### src/design/bps_pkg.sv
package bps_pkg;

    localparam int DEFAULT_FLOWS = 16;
    localparam int DATA_W = 32;
    localparam int INDEX_W = 4;
    localparam int PROD_W = 64;
    localparam int RBL_W = 38;

    typedef enum logic [3:0] {
        ST_LOAD,
        ST_INIT,
        ST_RD,
        ST_MUL,
        ST_DIV,
        ST_DEC,
        ST_PASS,
        ST_ORD,
        ST_OUT
    } state_t;

endpackage

### src/design/bps_ram.sv
module bps_ram #(
    parameter int WIDTH = 32,
    parameter int DEPTH = 16,
    localparam int AW = (DEPTH > 1) ? $clog2(DEPTH) : 1
) (
    input  logic             clk,
    input  logic             we,
    input  logic [AW-1:0]    waddr,
    input  logic [WIDTH-1:0] wdata,
    input  logic [AW-1:0]    raddr,
    output logic [WIDTH-1:0] rdata
);

    logic [WIDTH-1:0] mem [DEPTH];

    always_ff @(posedge clk)
    begin
        if (we)
        begin
            mem[waddr] <= wdata;
        end
        rdata <= mem[raddr];
    end

endmodule

### src/design/bps_div.sv
module bps_div
    import bps_pkg::*;
(
    input  logic              clk,
    input  logic              rst_n,
    input  logic              start,
    input  logic [PROD_W-1:0] dividend,
    input  logic [RBL_W-1:0]  divisor,
    output logic              busy,
    output logic [PROD_W-1:0] quotient
);

    logic [PROD_W-1:0] quo_reg, quo_next;
    logic [RBL_W:0]    rem_reg, rem_next;
    logic [6:0]        cnt_reg, cnt_next;
    logic              busy_reg, busy_next;
    logic [RBL_W:0]    trial;

    always_comb
    begin
        quo_next = quo_reg;
        rem_next = rem_reg;
        cnt_next = cnt_reg;
        busy_next = busy_reg;
        trial = {rem_reg[RBL_W-1:0], quo_reg[PROD_W-1]};
        if (start)
        begin
            quo_next = dividend;
            rem_next = '0;
            cnt_next = 7'(PROD_W);
            busy_next = 1'b1;
        end
        else if (busy_reg)
        begin
            if (trial >= {1'b0, divisor})
            begin
                rem_next = trial - {1'b0, divisor};
                quo_next = {quo_reg[PROD_W-2:0], 1'b1};
            end
            else
            begin
                rem_next = trial;
                quo_next = {quo_reg[PROD_W-2:0], 1'b0};
            end
            cnt_next = cnt_reg - 7'd1;
            if (cnt_reg == 7'd1)
            begin
                busy_next = 1'b0;
            end
        end
    end

    always_ff @(posedge clk or negedge rst_n)
    begin
        if (!rst_n)
        begin
            busy_reg <= 1'b0;
            cnt_reg <= '0;
        end
        else
        begin
            busy_reg <= busy_next;
            cnt_reg <= cnt_next;
        end
    end

    always_ff @(posedge clk)
    begin
        quo_reg <= quo_next;
        rem_reg <= rem_next;
    end

    assign busy = busy_reg;
    assign quotient = quo_reg;

endmodule

### src/design/backlog_proportional_share.sv
// Collects one beat per flow into on-chip RAM; the beat with last_flow set starts the
// allocation, which first sums the backlogs of the set of n flows. Each visit to an
// uncapped flow runs a 64-step radix-2 divider, and a capped flow is skipped. A set
// needs up to n+1 passes before the n share beats are delivered, one at a time while
// the output is not stalled. Input beats and configuration writes are stalled from the
// last flow until the final share beat is taken.
module backlog_proportional_share
    import bps_pkg::*;
#(
    parameter int FLOWS = DEFAULT_FLOWS,
    localparam int AW = (FLOWS > 1) ? $clog2(FLOWS) : 1,
    localparam int CW = $clog2(FLOWS + 1)
) (
    input  logic                clk,
    input  logic                rst_n,
    input  logic                cfg_valid,
    output logic                cfg_ready,
    input  logic [DATA_W-1:0]   cfg_data,
    input  logic                in_valid,
    output logic                in_stall,
    input  logic [DATA_W-1:0]   flow_backlog,
    input  logic [DATA_W-1:0]   flow_request,
    input  logic                last_flow,
    output logic                out_valid,
    input  logic                out_stall,
    output logic [DATA_W-1:0]   flow_share,
    output logic [INDEX_W-1:0]  flow_index,
    output logic                last_share
);

    state_t state_reg, state_next;
    logic [DATA_W-1:0] cap_reg;
    logic [DATA_W-1:0] rcap_reg, rcap_next;
    logic [RBL_W-1:0]  rbl_reg, rbl_next;
    logic [CW-1:0]     cnt_reg, cnt_next;
    logic [CW-1:0]     idx_reg, idx_next;
    logic [FLOWS-1:0]  capped_reg, capped_next;
    logic              pass_reg, pass_next;
    logic [PROD_W-1:0] prod;
    logic [DATA_W-1:0] bl_q, rq_q, sh_q;
    logic              sh_we;
    logic [DATA_W-1:0] sh_wd;
    logic [AW-1:0]     raddr, ld_addr;
    logic              ld_we;
    logic              ov_reg, ov_next;
    logic              olast_reg, olast_next;
    logic [INDEX_W-1:0] oidx_reg, oidx_next;
    logic              div_start;
    logic              div_busy;
    logic [PROD_W-1:0] quo;
    logic [PROD_W-1:0] share64;

    assign ld_addr = cnt_reg[AW-1:0];
    assign ld_we = (state_reg == ST_LOAD) && in_valid && (cnt_reg < CW'(FLOWS));

    bps_ram #(.WIDTH(DATA_W), .DEPTH(FLOWS)) u_bl (
        .clk(clk), .we(ld_we), .waddr(ld_addr), .wdata(flow_backlog),
        .raddr(raddr), .rdata(bl_q));
    bps_ram #(.WIDTH(DATA_W), .DEPTH(FLOWS)) u_rq (
        .clk(clk), .we(ld_we), .waddr(ld_addr), .wdata(flow_request),
        .raddr(raddr), .rdata(rq_q));
    bps_ram #(.WIDTH(DATA_W), .DEPTH(FLOWS)) u_sh (
        .clk(clk), .we(sh_we), .waddr(idx_reg[AW-1:0]), .wdata(sh_wd),
        .raddr(raddr), .rdata(sh_q));

    assign prod = PROD_W'(rcap_reg) * PROD_W'(bl_q);

    bps_div u_div (
        .clk(clk), .rst_n(rst_n), .start(div_start),
        .dividend(prod), .divisor(rbl_reg),
        .busy(div_busy), .quotient(quo));

    assign cfg_ready = (state_reg == ST_LOAD);
    assign in_stall = (state_reg != ST_LOAD);
    assign share64 = (bl_q == '0 || rbl_reg == '0) ? '0 : quo;

    always_comb
    begin
        state_next = state_reg;
        rcap_next = rcap_reg;
        rbl_next = rbl_reg;
        cnt_next = cnt_reg;
        idx_next = idx_reg;
        capped_next = capped_reg;
        pass_next = pass_reg;
        ov_next = ov_reg;
        olast_next = olast_reg;
        oidx_next = oidx_reg;
        raddr = idx_reg[AW-1:0];
        sh_we = 1'b0;
        sh_wd = share64[DATA_W-1:0];
        div_start = 1'b0;
        case (state_reg)
            ST_LOAD:
            begin
                if (in_valid)
                begin
                    if (cnt_reg < CW'(FLOWS))
                    begin
                        cnt_next = cnt_reg + CW'(1);
                    end
                    if (last_flow)
                    begin
                        if (cnt_reg < CW'(FLOWS))
                        begin
                            cnt_next = cnt_reg + CW'(1);
                        end
                        idx_next = '0;
                        rbl_next = '0;
                        rcap_next = cap_reg;
                        capped_next = '0;
                        state_next = ST_INIT;
                    end
                end
            end
            ST_INIT:
            begin
                if (idx_reg != '0)
                begin
                    rbl_next = rbl_reg + RBL_W'(bl_q);
                end
                if (idx_reg == cnt_reg)
                begin
                    idx_next = '0;
                    pass_next = 1'b0;
                    state_next = ST_RD;
                end
                else
                begin
                    idx_next = idx_reg + CW'(1);
                    raddr = idx_reg[AW-1:0];
                end
            end
            ST_RD:
            begin
                if (idx_reg == cnt_reg)
                begin
                    state_next = ST_PASS;
                end
                else if (capped_reg[idx_reg[AW-1:0]])
                begin
                    idx_next = idx_reg + CW'(1);
                end
                else
                begin
                    state_next = ST_MUL;
                end
            end
            ST_MUL:
            begin
                div_start = 1'b1;
                state_next = ST_DIV;
            end
            ST_DIV:
            begin
                if (!div_busy)
                begin
                    state_next = ST_DEC;
                end
            end
            ST_DEC:
            begin
                sh_we = 1'b1;
                if (PROD_W'(rq_q) < share64)
                begin
                    sh_wd = rq_q;
                    rbl_next = rbl_reg - RBL_W'(bl_q);
                    rcap_next = rcap_reg - rq_q;
                    capped_next[idx_reg[AW-1:0]] = 1'b1;
                    pass_next = 1'b1;
                end
                idx_next = idx_reg + CW'(1);
                state_next = ST_RD;
            end
            ST_PASS:
            begin
                idx_next = '0;
                if (pass_reg)
                begin
                    pass_next = 1'b0;
                    state_next = ST_RD;
                end
                else
                begin
                    state_next = ST_ORD;
                end
            end
            ST_ORD:
            begin
                raddr = idx_reg[AW-1:0];
                oidx_next = INDEX_W'(idx_reg);
                olast_next = (idx_reg + CW'(1) == cnt_reg);
                state_next = ST_OUT;
            end
            ST_OUT:
            begin
                ov_next = 1'b1;
                if (ov_reg && !out_stall)
                begin
                    ov_next = 1'b0;
                    if (olast_reg)
                    begin
                        cnt_next = '0;
                        state_next = ST_LOAD;
                    end
                    else
                    begin
                        idx_next = idx_reg + CW'(1);
                        state_next = ST_ORD;
                    end
                end
            end
            default:
            begin
                state_next = ST_LOAD;
            end
        endcase
    end

    always_ff @(posedge clk or negedge rst_n)
    begin
        if (!rst_n)
        begin
            state_reg <= ST_LOAD;
            cap_reg <= '0;
            rcap_reg <= '0;
            rbl_reg <= '0;
            cnt_reg <= '0;
            idx_reg <= '0;
            capped_reg <= '0;
            pass_reg <= 1'b0;
            ov_reg <= 1'b0;
        end
        else
        begin
            state_reg <= state_next;
            rcap_reg <= rcap_next;
            rbl_reg <= rbl_next;
            cnt_reg <= cnt_next;
            idx_reg <= idx_next;
            capped_reg <= capped_next;
            pass_reg <= pass_next;
            ov_reg <= ov_next;
            if (cfg_valid && cfg_ready)
            begin
                cap_reg <= cfg_data;
            end
        end
    end

    always_ff @(posedge clk)
    begin
        olast_reg <= olast_next;
        oidx_reg <= oidx_next;
    end

    assign out_valid = ov_reg;
    assign flow_share = sh_q;
    assign flow_index = oidx_reg;
    assign last_share = olast_reg;

endmodule
### config.mk
export PLATFORM = sky130hd
export DESIGN_NAME = backlog_proportional_share
export DESIGN_NICKNAME = d
export VERILOG_FILES = /design/src/design/bps_pkg.sv /design/src/design/bps_ram.sv /design/src/design/bps_div.sv /design/src/design/backlog_proportional_share.sv
export SDC_FILE = /design/constraint.sdc
export NUM_CORES = 2
export LEC_CHECK = 0
export BUFFER_PORTS_ARGS = -buffer_cell sky130_fd_sc_hd__buf_2
export CAP_MARGIN = 15
export CORE_MARGIN = 4
export CORE_UTILIZATION = 35
export CTS_CLUSTER_DIAMETER = 80
export DETAILED_ROUTE_END_ITERATION = 10
export HOLD_SLACK_MARGIN = 0.08
export PLACE_DENSITY_LB_ADDON = 0.3
export SYNTH_ARGS = -nofsm -noshare
export SYNTH_HDL_FRONTEND = slang
export SYNTH_SLANG_ARGS = --single-unit
### constraint.sdc
create_clock -name clk -period 15.2 [get_ports clk]
set_clock_uncertainty 0.2 [all_clocks]
set_input_delay 1.52 -clock clk [delete_from_list [all_inputs] [get_ports clk]]
set_output_delay 1.52 -clock clk [all_outputs]
set_load 0.03 [all_outputs]
==> metrics <==
CP most frequent cell=fa_1; Yosys cell types=86; Post-Syn Area=111000 sq um; sequential fraction of the synthesis area=49.05%; DP Cell Count=12100; input/output buffers=141; Final Hold Vio Count=0; post-synthesis compound-gate area fraction=4.926%; minimum clock period=9491 ps; worst-margin pin slew=1259 ps; drt drc=0; outcome=complete, no violations; largest area contributor in the netlist=edfxtp_1; Final HPWL DP=201800 microns; crit-path cells=buf_4 > and2_1 > fa_1 > fa_1 > inv_1 > fa_1 > fa_1 > inv_1 > fa_1 > fa_1 > fa_1 > ha_1 > ha_1 > inv_1 > o21bai_1 > a21oi_1 > nand3_1 > a2111oi_0 > nor2_1 > a41oi_1 > o21ai_0 > xnor2_1 > o21ai_0; Synth-to-Final Area Change=11.03%; startpoint types=flop; IO Count=142; post-place instance area=116700 sq um; ys async rst share=7.549%; syn_area_per_cell=13.76 sq um; vias in the first global route=70250; H-Tree Depth=4; Die H=571.1 microns; clk_lat worst skew=880 ps; first-pass GRT wire length=460300 microns; Overflow after GRT=0; Vias=65850; FP Rows=206; WL final=306400 microns; post-cts sizing count=0; die width=571.1 microns; fin. max-slew vios=0; peak fanout along the critical path=18; kind of critical path=reg -> reg; largest net degree at the start of global routing=139; CP arrival=9860 ps; clock root cell=clkbuf_16; antenna viol nets, final=0; #FFs+latches synth=1881; fin nets=9559; Achievable Freq=105.4 MHz; Die ar.=326100 sq um; critical path's slowest cell=dfrtp_1; Area contributors post-synth=edfxtp_1, fa_1, mux4_2, ha_1, and2_1; synth cell count leaders=edfxtp_1, inv_1, fa_1; mux cell area share after synthesis=10.52%; CP Buf/Inv Count=4; largest family of logic cells by synthesized area=adder cells; Rel. slew slack=15.50%; setup_tns=0 ps; XOR/XNOR Fraction of Synth Area=1.389%; GP Congestion=0.9136; Finished Layout Cells=12470; CP Capture Type=flop; cts bufs inserted=201; largest registers=u_bl.mem: 512 flops, u_rq.mem: 512 flops, u_sh.mem: 512 flops; Vias per Instance=5.279; top-area cell type share of the netlist area=43.43%; fin crit share=62.44%; utilization after layout=39.09%; Setup Buffers After CTS=0; Hold Crit Class=reg -> reg; Post-Synth Simple-Gate Area=8.478%; most frequent cell after synthesis=edfxtp_1; Mapped Nets=9479; delay-heaviest family, CP=adder cells; max-cap viol count=0; EDFF count, synth=1605; antenna violations before repair=51; Max clock buf depth=4; Iteration-0 DRC Markers=5577; core footprint=315200 sq um; total of warnings raised by yosys=0; CTS tree=built; gr usage total=18.76%; clock sink count=1881; wire per inst=24.56 microns; max incr delay on CP=1130 ps; # setup viols final=0; Initial Utilization=35.20%; Post-CTS Hold Buffers=0; CP required=15570 ps; TritonRoute pass-1 iters=8; share of cells above drive strength 1=14.63%; area of all placed cells without fillers=123200 sq um; RSZ-0062 raised after global routing=no; adder-cell share of the synthesized area=20.85%; top_reg_cell synth=edfxtp_1; Syn Inst Count=8067; Worst-path clk slew=60 ps
cells by family (layout without fill, tap and decap cells):
kind of cell	after synthesis	count (layout)
xor+xnor	176	176
fa+ha+maj	1310	1310
simple gates	1878	1878
mux	555	555
other cells	0	15
flops	1881	1881
buf+inv	1398	1630
compound gates	869	869
routing by layer:
layer  share of wire (%)  vias up  global-route usage (%)
met5               0.071        -                       0
met4                 4.2       34                   7.149
met3                 5.7      552                   2.626
met2                  49     2080                   32.09
met1                  41    34770                   24.24
li1                    -    28410                       -
metrics by stage:
step | hold slack, ps | setup slack, ps
after floorplan | 223.1 | 7381
after global placement | 272.0 | 5739
after detailed placement | 281.7 | 5646
after CTS | 296.0 | 5611
after global routing | 314.5 | 5408
final | 297.9 | 5709
worst paths after layout:
path / start / endpoint / slack, ps / cells past startpoint
setup reg to reg: rcap_reg[26] / u_div.quotient[63] / 5710 / 23
hold / removal: capped_reg[1] / capped_reg[1] / 300 / 2
min in group asynchronous: rst_n / cap_reg[31] / 590 / 1
max in group asynchronous: rst_n / idx_reg[1] / 12560 / 2
hold reg to reg: capped_reg[1] / capped_reg[1] / 300 / 2
setup / recovery: rcap_reg[26] / u_div.quotient[63] / 5710 / 23
cells in the final DEF, fill, tap and decap left out, types with 33 or more instances in the layout:
cell,n
a21o_1,100
a21oi_1,231
a31oi_1,35
and2_1,600
buf_2,140
buf_4,166
clkbuf_1,50
clkbuf_16,202
clkinv_2,36
dfrtp_1,138
dfxtp_1,131
edfxtp_1,1605
fa_1,899
ha_1,411
inv_1,958
mux2_2,36
mux2i_1,34
mux4_2,485
nand2_1,761
nand3_1,45
nand4_1,33
nor2_1,163
nor3_1,43
o21a_1,34
o21ai_0,192
o21ai_1,48
o31ai_1,48
xnor2_1,86
xor2_1,90
worst min-delay path: stages (launching register included):
cell and delay, ps:
dfrtp_1 340, a21oi_1 50, nor2_1 70
area by class of cell:
class | count | area, sq um
clock inverter | 92 | 922.1
multi-input combinational | 4788 | 51510
fill | 29320 | 192000
inverter | 959 | 3607
tap | 4160 | 5205
clock buffer | 263 | 5394
sequential | 1881 | 54450
antenna | 15 | 37.54
timing repair buffer | 316 | 2081
Power is left out: the tool's default activity adds up to more than one toggle a clock period on the data nets, which glitch-free logic cannot reach.
